File: config.mk
export PLATFORM = sky130hd
export DESIGN_NAME = music_macro_string_parser
export DESIGN_NICKNAME = d
export VERILOG_FILES = /design/src/design/mmsp_pkg.sv /design/src/design/mmsp_div.sv /design/src/design/mmsp_datapath.sv /design/src/design/mmsp_ctrl.sv /design/src/design/music_macro_string_parser.sv
export SDC_FILE = /design/constraint.sdc
export NUM_CORES = 2
export LEC_CHECK = 0
export ABC_AREA = 1
export BUFFER_PORTS_ARGS = -buffer_cell sky130_fd_sc_hd__buf_4
export CAP_MARGIN = 20
export CORE_AREA = 3 3 334 336
export CTS_CLUSTER_SIZE = 10
export DETAILED_ROUTE_END_ITERATION = 10
export DIE_AREA = 0 0 337 339
export GPL_TIMING_DRIVEN = 0
export PLACE_DENSITY = 0.45
export SYNTH_ARGS = -nofsm -noshare
export SYNTH_HDL_FRONTEND = slang
export SYNTH_HIERARCHICAL = 1
export SYNTH_SLANG_ARGS = --single-unit
File: constraint.sdc
create_clock -name clock -period 12 [get_ports clock]
set_input_delay 0 -clock clock [delete_from_list [all_inputs] [get_ports clock]]
set_output_delay 0 -clock clock [all_outputs]
set_load 0.01 [all_outputs]
File: src/design/mmsp_pkg.sv
// Package for the music macro string parser: byte codes, command and skip codes,
// controller/datapath command and status words, small lookup functions.
// No dependencies.
package mmsp_pkg;

   // byte codes
   localparam logic [7:0] CH_NUL   = 8'h00;
   localparam logic [7:0] CH_HASH  = 8'h23;
   localparam logic [7:0] CH_PLUS  = 8'h2B;
   localparam logic [7:0] CH_MINUS = 8'h2D;
   localparam logic [7:0] CH_DOT   = 8'h2E;
   localparam logic [7:0] CH_ZERO  = 8'h30;
   localparam logic [7:0] CH_NINE  = 8'h39;
   localparam logic [7:0] CH_SEMI  = 8'h3B;
   localparam logic [7:0] CH_LT    = 8'h3C;
   localparam logic [7:0] CH_EQ    = 8'h3D;
   localparam logic [7:0] CH_GT    = 8'h3E;
   localparam logic [7:0] CH_A     = 8'h41;
   localparam logic [7:0] CH_B     = 8'h42;
   localparam logic [7:0] CH_C     = 8'h43;
   localparam logic [7:0] CH_D     = 8'h44;
   localparam logic [7:0] CH_E     = 8'h45;
   localparam logic [7:0] CH_F     = 8'h46;
   localparam logic [7:0] CH_G     = 8'h47;
   localparam logic [7:0] CH_L     = 8'h4C;
   localparam logic [7:0] CH_M     = 8'h4D;
   localparam logic [7:0] CH_N     = 8'h4E;
   localparam logic [7:0] CH_O     = 8'h4F;
   localparam logic [7:0] CH_P     = 8'h50;
   localparam logic [7:0] CH_T     = 8'h54;
   localparam logic [7:0] CH_V     = 8'h56;
   localparam logic [7:0] CH_X     = 8'h58;

   // pending token
   localparam logic [2:0] CMD_NONE = 3'd0;
   localparam logic [2:0] CMD_O    = 3'd1;
   localparam logic [2:0] CMD_L    = 3'd2;
   localparam logic [2:0] CMD_P    = 3'd3;
   localparam logic [2:0] CMD_T    = 3'd4;
   localparam logic [2:0] CMD_N    = 3'd5;
   localparam logic [2:0] CMD_V    = 3'd6;
   localparam logic [2:0] CMD_NOTE = 3'd7;

   localparam logic [1:0] SKIP_NONE = 2'd0;
   localparam logic [1:0] SKIP_ONE  = 2'd1;
   localparam logic [1:0] SKIP_SEMI = 2'd2;

   // what follows token completion
   localparam logic [1:0] POST_SWITCH = 2'd0;
   localparam logic [1:0] POST_SEMI   = 2'd1;
   localparam logic [1:0] POST_RESET  = 2'd2;

   // divider operand select
   localparam logic [1:0] DSEL_CONST = 2'd0;
   localparam logic [1:0] DSEL_EMIT  = 2'd1;

   // register indexes
   localparam logic CSR_GLOBAL_VOLUME = 1'b0;
   localparam logic CSR_RETARD        = 1'b1;

   // divider geometry: quotient always fits 15 bits for every use here
   localparam int DIV_Q_BITS = 15;
   localparam int DIV_N_BITS = 30;
   localparam int DIV_D_BITS = 18;
   localparam int DIV_S_BITS = DIV_D_BITS + DIV_Q_BITS - 1;

   localparam logic [DIV_N_BITS-1:0] WHOLE_MS   = 30'd2000;
   localparam logic [DIV_N_BITS-1:0] TICK_SCALE = 30'd15360;
   localparam logic [DIV_D_BITS-1:0] MS_SCALE   = 18'd1000;

   // x/50 as (x*RET_RECIP) >> RET_SHIFT, exact for x below 2^21
   localparam logic [21:0] RET_RECIP = 22'd2684355;
   localparam int          RET_SHIFT = 27;

   typedef struct packed {
      logic       load;
      logic       dec;
      logic       cdone;
      logic       post;
      logic       div_start;
      logic [1:0] div_sel;
      logic       rmul;
      logic       out_load;
   } mmsp_cmd_type;

   typedef struct packed {
      logic imm;
      logic fin_cdiv;
      logic emit_pend;
      logic div_busy;
   } mmsp_status_type;

   // (x+2)/3 for a volume 0..9
   function automatic logic [1:0] vol_third(input logic [3:0] x);
      logic [1:0] r;
      case (x)
         4'd0:                r = 2'd0;
         4'd1, 4'd2, 4'd3:    r = 2'd1;
         4'd4, 4'd5, 4'd6:    r = 2'd2;
         default:             r = 2'd3;
      endcase
      return r;
   endfunction

   function automatic logic [1:0] vol_code(input logic [3:0] idx);
      logic [1:0] r;
      case (idx)
         4'd4, 4'd5:          r = 2'd1;
         4'd6, 4'd8, 4'd9:    r = 2'd2;
         4'd0, 4'd1, 4'd2, 4'd3: r = 2'd0;
         default:             r = 2'd3;
      endcase
      return r;
   endfunction

   function automatic logic [3:0] letter_semi(input logic [7:0] b);
      logic [3:0] r;
      case (b)
         CH_A:    r = 4'd10;
         CH_B:    r = 4'd12;
         CH_C:    r = 4'd1;
         CH_D:    r = 4'd3;
         CH_E:    r = 4'd5;
         CH_F:    r = 4'd6;
         CH_G:    r = 4'd8;
         default: r = 4'd0;
      endcase
      return r;
   endfunction

endpackage

File: src/design/mmsp_div.sv
// Restoring divider, one quotient bit per cycle, fixed quotient width.
// Depends on mmsp_pkg.
module mmsp_div (
   input  logic                            clock,
   input  logic                            reset,
   input  logic                            start,
   input  logic [mmsp_pkg::DIV_N_BITS-1:0] dividend,
   input  logic [mmsp_pkg::DIV_D_BITS-1:0] divisor,
   output logic                            busy,
   output logic [mmsp_pkg::DIV_Q_BITS-1:0] quotient
);

   logic [mmsp_pkg::DIV_N_BITS-1:0] rem_ff, rem_in;
   logic [mmsp_pkg::DIV_S_BITS-1:0] dsr_ff, dsr_in;
   logic [mmsp_pkg::DIV_Q_BITS-1:0] quo_ff, quo_in;
   logic [3:0]                      cnt_ff, cnt_in;
   logic [mmsp_pkg::DIV_S_BITS:0]   diff;
   logic                            ge;

   always_comb begin
      diff = {1'b0, mmsp_pkg::DIV_S_BITS'(rem_ff)} - {1'b0, dsr_ff};
      ge   = !diff[mmsp_pkg::DIV_S_BITS];
      rem_in = rem_ff;
      dsr_in = dsr_ff;
      quo_in = quo_ff;
      cnt_in = cnt_ff;
      if (start) begin
         rem_in = dividend;
         dsr_in = {divisor, (mmsp_pkg::DIV_Q_BITS-1)'(0)};
         quo_in = '0;
         cnt_in = 4'(mmsp_pkg::DIV_Q_BITS);
      end else if (cnt_ff != 4'd0) begin
         if (ge) begin
            rem_in = diff[mmsp_pkg::DIV_N_BITS-1:0];
         end
         quo_in = {quo_ff[mmsp_pkg::DIV_Q_BITS-2:0], ge};
         dsr_in = dsr_ff >> 1;
         cnt_in = cnt_ff - 4'd1;
      end
   end

   always_ff @(posedge clock) begin
      rem_ff <= rem_in;
      dsr_ff <= dsr_in;
      quo_ff <= quo_in;
      if (reset) begin
         cnt_ff <= 4'd0;
      end else begin
         cnt_ff <= cnt_in;
      end
   end

   assign busy     = (cnt_ff != 4'd0);
   assign quotient = quo_ff;

endmodule

File: src/design/mmsp_datapath.sv
// Parser datapath: string state, config registers, token completion, duration math.
// Depends on mmsp_pkg and mmsp_div.
module mmsp_datapath (
   input  logic                       clock,
   input  logic                       reset,
   input  mmsp_pkg::mmsp_cmd_type     cmd,
   output mmsp_pkg::mmsp_status_type  status,
   input  logic [7:0]                 req_character,
   input  logic                       csr_valid,
   input  logic                       csr_index,
   input  logic [6:0]                 csr_data,
   output logic [6:0]                 rsp_note_index,
   output logic [15:0]                rsp_duration_ticks,
   output logic [1:0]                 rsp_volume_code,
   output logic                       rsp_index_clamped
);

   logic [7:0]  chr_ff, chr_in;
   logic [3:0]  gvol_ff, gvol_in;
   logic [6:0]  retard_ff, retard_in;
   logic [7:0]  tempo_ff, tempo_in;
   logic [10:0] base_ff, base_in;
   logic [2:0]  oct_ff, oct_in;
   logic [3:0]  lvol_ff, lvol_in;
   logic [2:0]  pend_ff, pend_in;
   logic        first_ff, first_in;
   logic [9:0]  accum_ff, accum_in;
   logic [1:0]  skip_ff, skip_in;
   logic [3:0]  semi_ff, semi_in;
   logic [15:0] plen_ff, plen_in;
   logic [1:0]  post_ff, post_in;
   logic        cdivp_ff, cdivp_in;
   logic [6:0]  cv_ff, cv_in;
   logic        epend_ff, epend_in;
   logic [6:0]  ekey_ff, ekey_in;
   logic        eclamp_ff, eclamp_in;
   logic [1:0]  evc_ff, evc_in;
   logic [15:0] elen_ff, elen_in;
   logic [7:0]  etempo_ff, etempo_in;
   logic [14:0] d_ff, d_in;
   logic        pneg_ff, pneg_in;
   logic [20:0] pmag_ff, pmag_in;
   logic [6:0]  onote_ff, onote_in;
   logic [15:0] odur_ff, odur_in;
   logic [1:0]  ovc_ff, ovc_in;
   logic        oclamp_ff, oclamp_in;

   logic        num_pend, is_digit, imm, fin_en, use_min, dec_fin;
   logic [1:0]  post_kind;
   logic [9:0]  vraw, vlo, vhi, vcl;
   logic [6:0]  note_key, key_raw;
   logic [3:0]  gclamp, evol;
   logic [13:0] acc_mul;
   logic [17:0] dot_sum;
   logic [16:0] dot_half;
   logic signed [6:0]  rclamp;
   logic signed [22:0] prod;
   logic [22:0] pabs;
   logic [42:0] ret_prod;
   logic [14:0] ret_q;
   logic [17:0] dsum;

   logic                                div_busy;
   logic [mmsp_pkg::DIV_Q_BITS-1:0]     div_q;
   logic [mmsp_pkg::DIV_N_BITS-1:0]     div_n;
   logic [mmsp_pkg::DIV_D_BITS-1:0]     div_d;

   mmsp_div u_div (
      .clock    (clock),
      .reset    (reset),
      .start    (cmd.div_start),
      .dividend (div_n),
      .divisor  (div_d),
      .busy     (div_busy),
      .quotient (div_q)
   );

   always_comb begin
      case (cmd.div_sel)
         mmsp_pkg::DSEL_EMIT: begin
            div_n = mmsp_pkg::DIV_N_BITS'(elen_ff) * mmsp_pkg::TICK_SCALE;
            div_d = mmsp_pkg::DIV_D_BITS'(etempo_ff) * mmsp_pkg::MS_SCALE;
         end
         default: begin
            div_n = mmsp_pkg::WHOLE_MS;
            div_d = mmsp_pkg::DIV_D_BITS'(cv_ff);
         end
      endcase
   end

   // byte classification against the current token state
   assign num_pend = (pend_ff >= mmsp_pkg::CMD_O) && (pend_ff <= mmsp_pkg::CMD_V);
   assign is_digit = (chr_ff >= mmsp_pkg::CH_ZERO) && (chr_ff <= mmsp_pkg::CH_NINE);

   always_comb begin
      imm       = 1'b0;
      fin_en    = 1'b1;
      use_min   = 1'b0;
      post_kind = mmsp_pkg::POST_SWITCH;
      if (chr_ff == mmsp_pkg::CH_NUL) begin
         fin_en    = (skip_ff == mmsp_pkg::SKIP_NONE);
         post_kind = mmsp_pkg::POST_RESET;
      end else if (skip_ff != mmsp_pkg::SKIP_NONE) begin
         imm = 1'b1;
      end else if (num_pend) begin
         if (first_ff && chr_ff == mmsp_pkg::CH_EQ) begin
            use_min   = 1'b1;
            post_kind = mmsp_pkg::POST_SEMI;
         end else if (is_digit) begin
            imm = 1'b1;
         end
      end else if (pend_ff == mmsp_pkg::CMD_NOTE) begin
         if (first_ff && (chr_ff == mmsp_pkg::CH_HASH || chr_ff == mmsp_pkg::CH_PLUS ||
                          chr_ff == mmsp_pkg::CH_MINUS)) begin
            imm = 1'b1;
         end else if (chr_ff == mmsp_pkg::CH_DOT) begin
            imm = 1'b1;
         end
      end
   end

   assign dec_fin = !imm && fin_en;

   // number clamp per command
   always_comb begin
      vraw = use_min ? 10'd0 : accum_ff;
      case (pend_ff)
         mmsp_pkg::CMD_O: begin vlo = 10'd0;  vhi = 10'd6;   end
         mmsp_pkg::CMD_L,
         mmsp_pkg::CMD_P: begin vlo = 10'd1;  vhi = 10'd64;  end
         mmsp_pkg::CMD_T: begin vlo = 10'd32; vhi = 10'd255; end
         mmsp_pkg::CMD_N: begin vlo = 10'd0;  vhi = 10'd84;  end
         default:         begin vlo = 10'd0;  vhi = 10'd9;   end
      endcase
      if (vraw < vlo) begin
         vcl = vlo;
      end else if (vraw > vhi) begin
         vcl = vhi;
      end else begin
         vcl = vraw;
      end
   end

   always_comb begin
      note_key = 7'(semi_ff) + 7'(oct_ff) * 7'd12;
      key_raw  = (pend_ff == mmsp_pkg::CMD_N) ? vcl[6:0] : note_key;
      gclamp   = (gvol_ff > 4'd9) ? 4'd9 : gvol_ff;
      evol     = (pend_ff == mmsp_pkg::CMD_P) ? 4'd0 : ((lvol_ff > 4'd9) ? 4'd9 : lvol_ff);
      acc_mul  = 14'(accum_ff) * 14'd10 + 14'(chr_ff - mmsp_pkg::CH_ZERO);
      dot_sum  = 18'(plen_ff) + {1'b0, plen_ff, 1'b0};
      dot_half = dot_sum[17:1];
      if ($signed(retard_ff) < -7'sd30) begin
         rclamp = -7'sd30;
      end else if ($signed(retard_ff) > 7'sd40) begin
         rclamp = 7'sd40;
      end else begin
         rclamp = $signed(retard_ff);
      end
      prod = $signed({1'b0, div_q}) * rclamp;
      pabs = prod[22] ? 23'(-prod) : 23'(prod);
      ret_prod = 43'(pmag_ff) * 43'(mmsp_pkg::RET_RECIP);
      ret_q    = 15'(ret_prod >> mmsp_pkg::RET_SHIFT);
      dsum = pneg_ff ? (18'(d_ff) - 18'(ret_q)) : (18'(d_ff) + 18'(ret_q));
   end

   always_comb begin
      chr_in    = cmd.load ? req_character : chr_ff;
      gvol_in   = gvol_ff;
      retard_in = retard_ff;
      tempo_in  = tempo_ff;
      base_in   = base_ff;
      oct_in    = oct_ff;
      lvol_in   = lvol_ff;
      pend_in   = pend_ff;
      first_in  = first_ff;
      accum_in  = accum_ff;
      skip_in   = skip_ff;
      semi_in   = semi_ff;
      plen_in   = plen_ff;
      post_in   = post_ff;
      cdivp_in  = cdivp_ff;
      cv_in     = cv_ff;
      epend_in  = epend_ff;
      ekey_in   = ekey_ff;
      eclamp_in = eclamp_ff;
      evc_in    = evc_ff;
      elen_in   = elen_ff;
      etempo_in = etempo_ff;
      d_in      = d_ff;
      pneg_in   = pneg_ff;
      pmag_in   = pmag_ff;
      onote_in  = onote_ff;
      odur_in   = odur_ff;
      ovc_in    = ovc_ff;
      oclamp_in = oclamp_ff;

      if (csr_valid) begin
         case (csr_index)
            mmsp_pkg::CSR_GLOBAL_VOLUME: gvol_in   = csr_data[3:0];
            default:                     retard_in = csr_data;
         endcase
      end

      if (cmd.dec) begin
         post_in = post_kind;
         if (imm) begin
            if (skip_ff == mmsp_pkg::SKIP_ONE) begin
               skip_in = mmsp_pkg::SKIP_NONE;
            end else if (skip_ff == mmsp_pkg::SKIP_SEMI) begin
               if (chr_ff == mmsp_pkg::CH_SEMI) begin
                  skip_in = mmsp_pkg::SKIP_NONE;
               end
            end else if (num_pend) begin
               accum_in = (acc_mul > 14'd1023) ? 10'd1023 : acc_mul[9:0];
               first_in = 1'b0;
            end else begin
               if (chr_ff == mmsp_pkg::CH_DOT) begin
                  plen_in = dot_half[16] ? 16'hFFFF : dot_half[15:0];
               end else if (chr_ff == mmsp_pkg::CH_MINUS) begin
                  semi_in = semi_ff - 4'd1;
               end else begin
                  semi_in = semi_ff + 4'd1;
               end
               first_in = 1'b0;
            end
         end else if (fin_en) begin
            pend_in   = mmsp_pkg::CMD_NONE;
            first_in  = 1'b0;
            ekey_in   = (key_raw > 7'd84) ? 7'd84 : key_raw;
            eclamp_in = (key_raw > 7'd84);
            evc_in    = mmsp_pkg::vol_code({mmsp_pkg::vol_third(gclamp),
                                            mmsp_pkg::vol_third(evol)});
            etempo_in = tempo_ff;
            cv_in     = vcl[6:0];
            cdivp_in  = (pend_ff == mmsp_pkg::CMD_P);
            case (pend_ff)
               mmsp_pkg::CMD_O: oct_in   = vcl[2:0];
               mmsp_pkg::CMD_T: tempo_in = vcl[7:0];
               mmsp_pkg::CMD_V: lvol_in  = vcl[3:0];
               mmsp_pkg::CMD_P: begin
                  ekey_in   = 7'd0;
                  eclamp_in = 1'b0;
               end
               mmsp_pkg::CMD_N: begin
                  elen_in  = 16'(base_ff);
                  epend_in = 1'b1;
               end
               mmsp_pkg::CMD_NOTE: begin
                  elen_in  = plen_ff;
                  epend_in = 1'b1;
               end
               default: ;
            endcase
         end
      end

      if (cmd.cdone) begin
         if (cdivp_ff) begin
            elen_in  = 16'(div_q);
            epend_in = 1'b1;
         end else begin
            base_in = div_q[10:0];
         end
      end

      if (cmd.post) begin
         case (post_ff)
            mmsp_pkg::POST_RESET: begin
               tempo_in = 8'd120;
               base_in  = 11'd500;
               oct_in   = 3'd4;
               lvol_in  = 4'd3;
               pend_in  = mmsp_pkg::CMD_NONE;
               first_in = 1'b0;
               accum_in = 10'd0;
               skip_in  = mmsp_pkg::SKIP_NONE;
               semi_in  = 4'd0;
               plen_in  = 16'd0;
            end
            mmsp_pkg::POST_SEMI: skip_in = mmsp_pkg::SKIP_SEMI;
            default: begin
               case (chr_ff)
                  mmsp_pkg::CH_O, mmsp_pkg::CH_L, mmsp_pkg::CH_P,
                  mmsp_pkg::CH_T, mmsp_pkg::CH_N, mmsp_pkg::CH_V: begin
                     first_in = 1'b1;
                     accum_in = 10'd0;
                     case (chr_ff)
                        mmsp_pkg::CH_O: pend_in = mmsp_pkg::CMD_O;
                        mmsp_pkg::CH_L: pend_in = mmsp_pkg::CMD_L;
                        mmsp_pkg::CH_P: pend_in = mmsp_pkg::CMD_P;
                        mmsp_pkg::CH_T: pend_in = mmsp_pkg::CMD_T;
                        mmsp_pkg::CH_N: pend_in = mmsp_pkg::CMD_N;
                        default:        pend_in = mmsp_pkg::CMD_V;
                     endcase
                  end
                  mmsp_pkg::CH_GT: if (oct_ff < 3'd6) oct_in = oct_ff + 3'd1;
                  mmsp_pkg::CH_LT: if (oct_ff > 3'd0) oct_in = oct_ff - 3'd1;
                  mmsp_pkg::CH_M:  skip_in = mmsp_pkg::SKIP_ONE;
                  mmsp_pkg::CH_X:  skip_in = mmsp_pkg::SKIP_SEMI;
                  mmsp_pkg::CH_A, mmsp_pkg::CH_B, mmsp_pkg::CH_C, mmsp_pkg::CH_D,
                  mmsp_pkg::CH_E, mmsp_pkg::CH_F, mmsp_pkg::CH_G: begin
                     pend_in  = mmsp_pkg::CMD_NOTE;
                     semi_in  = mmsp_pkg::letter_semi(chr_ff);
                     plen_in  = 16'(base_ff);
                     first_in = 1'b1;
                  end
                  default: ;
               endcase
            end
         endcase
      end

      // retard term: product sign and magnitude, scaled by 1/50 at output
      if (cmd.rmul) begin
         d_in    = div_q;
         pneg_in = prod[22];
         pmag_in = pabs[20:0];
      end

      if (cmd.out_load) begin
         epend_in  = 1'b0;
         onote_in  = ekey_ff;
         oclamp_in = eclamp_ff;
         ovc_in    = evc_ff;
         if (dsum[17]) begin
            odur_in = 16'd0;
         end else if (dsum[16]) begin
            odur_in = 16'hFFFF;
         end else begin
            odur_in = dsum[15:0];
         end
      end
   end

   always_ff @(posedge clock) begin
      chr_ff    <= chr_in;
      post_ff   <= post_in;
      cdivp_ff  <= cdivp_in;
      cv_ff     <= cv_in;
      ekey_ff   <= ekey_in;
      eclamp_ff <= eclamp_in;
      evc_ff    <= evc_in;
      elen_ff   <= elen_in;
      etempo_ff <= etempo_in;
      d_ff      <= d_in;
      pneg_ff   <= pneg_in;
      pmag_ff   <= pmag_in;
      onote_ff  <= onote_in;
      odur_ff   <= odur_in;
      ovc_ff    <= ovc_in;
      oclamp_ff <= oclamp_in;
      if (reset) begin
         gvol_ff   <= 4'd3;
         retard_ff <= 7'd0;
         tempo_ff  <= 8'd120;
         base_ff   <= 11'd500;
         oct_ff    <= 3'd4;
         lvol_ff   <= 4'd3;
         pend_ff   <= mmsp_pkg::CMD_NONE;
         first_ff  <= 1'b0;
         accum_ff  <= 10'd0;
         skip_ff   <= mmsp_pkg::SKIP_NONE;
         semi_ff   <= 4'd0;
         plen_ff   <= 16'd0;
         epend_ff  <= 1'b0;
      end else begin
         gvol_ff   <= gvol_in;
         retard_ff <= retard_in;
         tempo_ff  <= tempo_in;
         base_ff   <= base_in;
         oct_ff    <= oct_in;
         lvol_ff   <= lvol_in;
         pend_ff   <= pend_in;
         first_ff  <= first_in;
         accum_ff  <= accum_in;
         skip_ff   <= skip_in;
         semi_ff   <= semi_in;
         plen_ff   <= plen_in;
         epend_ff  <= epend_in;
      end
   end

   assign status.imm       = imm;
   assign status.fin_cdiv  = dec_fin && (pend_ff == mmsp_pkg::CMD_L || pend_ff == mmsp_pkg::CMD_P);
   assign status.emit_pend = epend_ff;
   assign status.div_busy  = div_busy;

   assign rsp_note_index     = onote_ff;
   assign rsp_duration_ticks = odur_ff;
   assign rsp_volume_code    = ovc_ff;
   assign rsp_index_clamped  = oclamp_ff;

endmodule

File: src/design/mmsp_ctrl.sv
// Parser controller: sequences decode, token completion, divider passes and output.
// Depends on mmsp_pkg.
module mmsp_ctrl (
   input  logic                       clock,
   input  logic                       reset,
   input  logic                       req_valid,
   output logic                       req_ready,
   output logic                       rsp_valid,
   input  logic                       rsp_ready,
   input  mmsp_pkg::mmsp_status_type  status,
   output mmsp_pkg::mmsp_cmd_type     cmd
);

   localparam logic [3:0] S_IDLE   = 4'd0;
   localparam logic [3:0] S_DEC    = 4'd1;
   localparam logic [3:0] S_C_GO   = 4'd2;
   localparam logic [3:0] S_C_WAIT = 4'd3;
   localparam logic [3:0] S_POST   = 4'd4;
   localparam logic [3:0] S_E_GO   = 4'd5;
   localparam logic [3:0] S_E_WAIT = 4'd6;
   localparam logic [3:0] S_OUT    = 4'd7;

   logic [3:0] state_ff, state_in;
   logic       rvalid_ff, rvalid_in;

   always_comb begin
      state_in = state_ff;
      cmd      = '0;
      cmd.div_sel = mmsp_pkg::DSEL_CONST;
      req_ready = 1'b0;
      unique case (state_ff)
         S_IDLE: begin
            req_ready = 1'b1;
            if (req_valid) begin
               cmd.load = 1'b1;
               state_in = S_DEC;
            end
         end
         S_DEC: begin
            cmd.dec = 1'b1;
            if (status.imm) begin
               state_in = S_IDLE;
            end else if (status.fin_cdiv) begin
               state_in = S_C_GO;
            end else begin
               state_in = S_POST;
            end
         end
         S_C_GO: begin
            cmd.div_start = 1'b1;
            state_in = S_C_WAIT;
         end
         S_C_WAIT: begin
            if (!status.div_busy) begin
               cmd.cdone = 1'b1;
               state_in  = S_POST;
            end
         end
         S_POST: begin
            cmd.post = 1'b1;
            state_in = status.emit_pend ? S_E_GO : S_IDLE;
         end
         S_E_GO: begin
            cmd.div_start = 1'b1;
            cmd.div_sel   = mmsp_pkg::DSEL_EMIT;
            state_in = S_E_WAIT;
         end
         S_E_WAIT: begin
            if (!status.div_busy) begin
               cmd.rmul = 1'b1;
               state_in = S_OUT;
            end
         end
         S_OUT: begin
            if (!rvalid_ff || rsp_ready) begin
               cmd.out_load = 1'b1;
               state_in = S_IDLE;
            end
         end
         default: state_in = S_IDLE;
      endcase
   end

   always_comb begin
      if (cmd.out_load) begin
         rvalid_in = 1'b1;
      end else if (rsp_ready) begin
         rvalid_in = 1'b0;
      end else begin
         rvalid_in = rvalid_ff;
      end
   end

   always_ff @(posedge clock) begin
      if (reset) begin
         state_ff  <= S_IDLE;
         rvalid_ff <= 1'b0;
      end else begin
         state_ff  <= state_in;
         rvalid_ff <= rvalid_in;
      end
   end

   assign rsp_valid = rvalid_ff;

endmodule

File: src/design/music_macro_string_parser.sv
// Music macro string parser top level: controller plus datapath.
// Depends on mmsp_pkg, mmsp_ctrl, mmsp_datapath (which holds mmsp_div).
//
// Takes one byte of a music macro string per req word and returns one rsp word per
// note or rest (key index, duration in 1/128 s, volume code, clamp flag). Finishing
// an L or P adds a pass of the shared radix-2 divider (2000/n) with its start and
// hand-off. A note or rest then runs one more divider pass (length*15360 over
// tempo*1000), scales the retard term by 1/50 with a reciprocal multiply, and its
// rsp word is loaded into the output register. A finished word waits in the output
// register; the next byte is taken only after the current one is fully handled.
// csr_index 0 is global volume, 1 is retard; csr_ready is always high.
module music_macro_string_parser (
   input  logic        clock,
   input  logic        reset,
   input  logic        req_valid,
   output logic        req_ready,
   input  logic [7:0]  req_character,
   output logic        rsp_valid,
   input  logic        rsp_ready,
   output logic [6:0]  rsp_note_index,
   output logic [15:0] rsp_duration_ticks,
   output logic [1:0]  rsp_volume_code,
   output logic        rsp_index_clamped,
   input  logic        csr_valid,
   output logic        csr_ready,
   input  logic        csr_index,
   input  logic [6:0]  csr_data
);

   mmsp_pkg::mmsp_cmd_type    cmd;
   mmsp_pkg::mmsp_status_type status;

   assign csr_ready = 1'b1;

   mmsp_ctrl u_ctrl (
      .clock     (clock),
      .reset     (reset),
      .req_valid (req_valid),
      .req_ready (req_ready),
      .rsp_valid (rsp_valid),
      .rsp_ready (rsp_ready),
      .status    (status),
      .cmd       (cmd)
   );

   mmsp_datapath u_dp (
      .clock              (clock),
      .reset              (reset),
      .cmd                (cmd),
      .status             (status),
      .req_character      (req_character),
      .csr_valid          (csr_valid),
      .csr_index          (csr_index),
      .csr_data           (csr_data),
      .rsp_note_index     (rsp_note_index),
      .rsp_duration_ticks (rsp_duration_ticks),
      .rsp_volume_code    (rsp_volume_code),
      .rsp_index_clamped  (rsp_index_clamped)
   );

endmodule

==> run summary <==
The flow ran to the end, and the final reports show no timing, DRC or antenna violations. The number of global-route vias before repair came to 26700. For this run, the number of Yosys warnings is 6.

The initial antenna violation count is 1. The cell count after placement is 5658. The slew at the pin with the worst max-slew slack is 1.02 ns. The area of the die is 114000 um^2. The number of nets in the layout is 5067. After detailed routing, the number of vias per cell comes to 4.62. The worst relative slew slack came out at 31.7%. The max-capacitance violation count is 0. The register area share after synthesis came out at 21.3%. The required arrival time at the worst endpoint came out at 12.40 ns. Global routing used 16.2% of the available tracks.

The final weighted congestion of routability-driven global placement is 0.865. The number of hold buffers added after CTS was 30. In this run the remaining antenna-violating nets after routing total 0. TritonCTS built the clock tree. The largest fanout on the critical path came out at 7.

The number of enable flip-flop cells after synthesis came out at 147. The number of unique standard cell types used by synthesis came out at 65. The total count of hold-check failures in the final report is 0. The worst-case clock skew came out at 0.0278 ns. The share of layout cells above drive strength 1 came out at 5.25%.

After detailed routing, the total wire length is 92.5 mm. The hold path depth came out at 2. For this design, the sink count on the clock tree is 274. The achievable clock frequency came out at 116 MHz. After the flow finishes, the layout carries non-filler instances totaling 5759. The minimum period implied by the final worst setup slack is 8.59 ns. The die boundary height came out at 339 um. The signed area change from the synthesized netlist to the final layout is 11.6%. In the routed design, unresolved DRC markers number 0. The aggregate negative setup slack is 0 ns. The path category of the worst min-delay check is input port to flop. On the critical path, the stage with the largest delay is an instance of sky130_fd_sc_hd__edfxtp_1.

The mean instance size in the synthesized netlist came out at 7.79 um^2. The area of the multi-input gates came out at 22300 um^2. Data on the critical path arrives at its endpoint at 8.99 ns. After legalization and detailed placement, the total HPWL measured 78.0 mm.

Yosys attributes the largest share of cell area to sky130_fd_sc_hd__ha_1 17%, sky130_fd_sc_hd__fa_1 17%, sky130_fd_sc_hd__edfxtp_1 14%. The detailed router's first-iteration violation count is 1383. Summed over all instances, the cell type with the most area after synthesis is sky130_fd_sc_hd__ha_1. In this run the cell area measured after placement is 34800 um^2. The count of cells resized by post-cts repair is 0.

In the synthesized netlist, the cells that appear most often are 827 x sky130_fd_sc_hd__nand2_1, 812 x sky130_fd_sc_hd__inv_1, 451 x sky130_fd_sc_hd__ha_1, 371 x sky130_fd_sc_hd__nor2_1, 280 x sky130_fd_sc_hd__fa_1. The worst setup path is captured at a flop. The startpoint class of the critical path is a flop. The total iterations of the first detailed-routing run is 5. Counting buffers and inverters, the worst setup path is 32 cells deep. The kind of cell with the highest combined delay along the critical path is adder cells. Counting flops with an async set or reset pin after synthesis yields a share of 0%. By instance count, the leading cell after synthesis is sky130_fd_sc_hd__nand2_1. Row generation in the floorplan step produced 121 rows.

The total area inside the core boundary comes to 109000 um^2. The aggregate global routing overflow came out at 0. The width of the die is 337 um. The critical path buffer and inverter count came out at 5. The initial utilization of the core area, before any placement, comes to 30.0%.

The portion of synthesized cell area occupied by the leading cell type came out at 17.3%. After clock tree synthesis, the setup repair step added 0 buffers. The root buffer selected by CTS is sky130_fd_sc_hd__clkbuf_16. Entering global routing, the biggest net connects 34 pins. The post-synthesis sequential element count is 274. The category of the most critical setup path is flop to flop.

The part of the cycle the worst path needs came out at 71.6%. The post-synthesis instance total came out at 4190. The number of ports placed on the die boundary came out at 50.

Among all flip-flop cells after synthesis, the most frequent one is sky130_fd_sc_hd__edfxtp_1. The least setup slack across all paths after layout came out at 3.41 ns. Counting the fill cells in the layout gives 11700. The area of the mapped netlist is 32600 um^2.

The count of input and output buffers came out at 48. The number of H-tree branching levels came out at 2. The final number of max-transition violations came to 0. The CTS clock-pin slew for the worst setup and hold paths is 0.05 ns. The sequential standard cell area is 6960 um^2. The global-route wire length before repair came out at 147 mm. The register-to-register path setup slack came out at 3.41 ns. Summing over every cut layer, the via total after detailed routing is 26600. The post-placement worst setup slack is 3.38 ns. The latest clock arrival within the worst-skew pair is 0.57 ns. Setup repair after global routing left no endpoint under its margin.

The final number of setup-violating endpoints is 0. Among the stages of the critical path, the cell type that occurs most often is sky130_fd_sc_hd__fa_1. The final instance area came out at 36400 um^2. The routed length per instance is 16.1 um. The delay of the slowest cell on the worst path came out at 0.65 ns. The deepest clock path buffer count is 3.

The number of clock buffers inserted by TritonCTS came out at 39. The number of cells on the worst reg-to-reg path is 32.
==> cell usage in the layout (no fill, tap or decap), types with 14 or more instances in the layout <==
cell type,netlist,layout
sky130_fd_sc_hd__buf_4,8,56
sky130_fd_sc_hd__or2_2,17,17
sky130_fd_sc_hd__ha_1,451,451
sky130_fd_sc_hd__nor2_2,15,15
sky130_fd_sc_hd__nor3_1,46,46
sky130_fd_sc_hd__nor2_1,371,370
sky130_fd_sc_hd__a21o_1,15,15
sky130_fd_sc_hd__dlygate4sd3_1,0,30
sky130_fd_sc_hd__nand2_2,28,28
sky130_fd_sc_hd__xnor2_1,41,41
sky130_fd_sc_hd__o21bai_1,17,17
sky130_fd_sc_hd__nand4_1,24,24
sky130_fd_sc_hd__a21oi_1,275,275
sky130_fd_sc_hd__clkbuf_16,0,43
sky130_fd_sc_hd__edfxtp_1,147,147
sky130_fd_sc_hd__o21ai_1,15,15
sky130_fd_sc_hd__o211ai_1,18,18
sky130_fd_sc_hd__nand2_1,827,827
sky130_fd_sc_hd__dfxtp_1,127,127
sky130_fd_sc_hd__inv_1,812,812
sky130_fd_sc_hd__nand3_1,156,156
sky130_fd_sc_hd__fa_1,280,280
sky130_fd_sc_hd__o21ai_0,227,227
sky130_fd_sc_hd__clkbuf_1,46,58
sky130_fd_sc_hd__xor2_1,69,69
sky130_fd_sc_hd__a31oi_1,15,14
==> stage by stage <==
stage / util, % / hold WS [ns]
global route: 33.5 / 0.133
floorplan: - / 0.0669
global placement: 32.0 / 0.179
detailed placement: 32.0 / 0.179
CTS: 33.5 / 0.0910
finish: 33.5 / 0.151
==> cell type report <==
cell class                 instances  share of cell area, %
clock buffer                      57                   3.15
tap                             1414                   4.86
inverter                         825                   8.51
timing repair buffer              80                   1.94
clock inverter                    13                  0.330
buffer                            70                  0.910
sequential                       274                   19.1
multi-input combinational       3025                   61.2
antenna                            1                0.00687
==> final timing paths <==
path                                               endpoint        startpoint
worst max register to register  u_dp/rsp_duration_ticks[14]   u_dp/pmag_ff[4]
worst min register to register       u_dp/rsp_note_index[4]   u_dp/ekey_ff[4]
worst min-delay path                         u_dp/chr_ff[0]  req_character[0]
worst max-delay path            u_dp/rsp_duration_ticks[14]   u_dp/pmag_ff[4]
==> state kept, by name, summed over array words and instances, names as in the netlist, 7 cells and up <==
| signal | flops |
|---|---|
| u_dp/rsp_note_index | 7 |
| u_dp/d_ff | 15 |
| u_dp/retard_ff | 7 |
| u_dp/tempo_ff | 8 |
| u_dp/rsp_duration_ticks | 16 |
| u_dp/cv_ff | 7 |
| u_dp/elen_ff | 16 |
| u_dp/accum_ff | 10 |
| u_dp/u_div/rem_ff | 30 |
| u_dp/ekey_ff | 7 |
| u_dp/plen_ff | 16 |
| u_dp/u_div/dsr_ff | 32 |
| u_dp/base_ff | 11 |
| u_dp/pmag_ff | 21 |
| u_dp/u_div/quotient | 15 |
| u_dp/etempo_ff | 8 |
| u_dp/chr_ff | 8 |
==> routing by layer <==
layer | GRT usage [%] | part of all wire [%] | up-vias
li1 | - | - | 13700
met1 | 23.5 | 51 | 12500
met2 | 26.2 | 45 | 333
met3 | 1.55 | 2.7 | 75
met4 | 2.87 | 1.5 | 0
met5 | 0 | 0 | -
==> kinds of logic after synthesis <==
group,count (synthesis),share of synthesized area (%)
xor+xnor,110,2.95
buf+inv,895,10.5
other cells,3,0.0345
flops,274,21.3
mux,1,0.0307
fa+ha+maj,731,34.5
compound gates,644,10.9
simple gates,1532,19.7
Power is not shown: default switching activity piles up to over one toggle a cycle in this logic, so the estimate is an artifact.
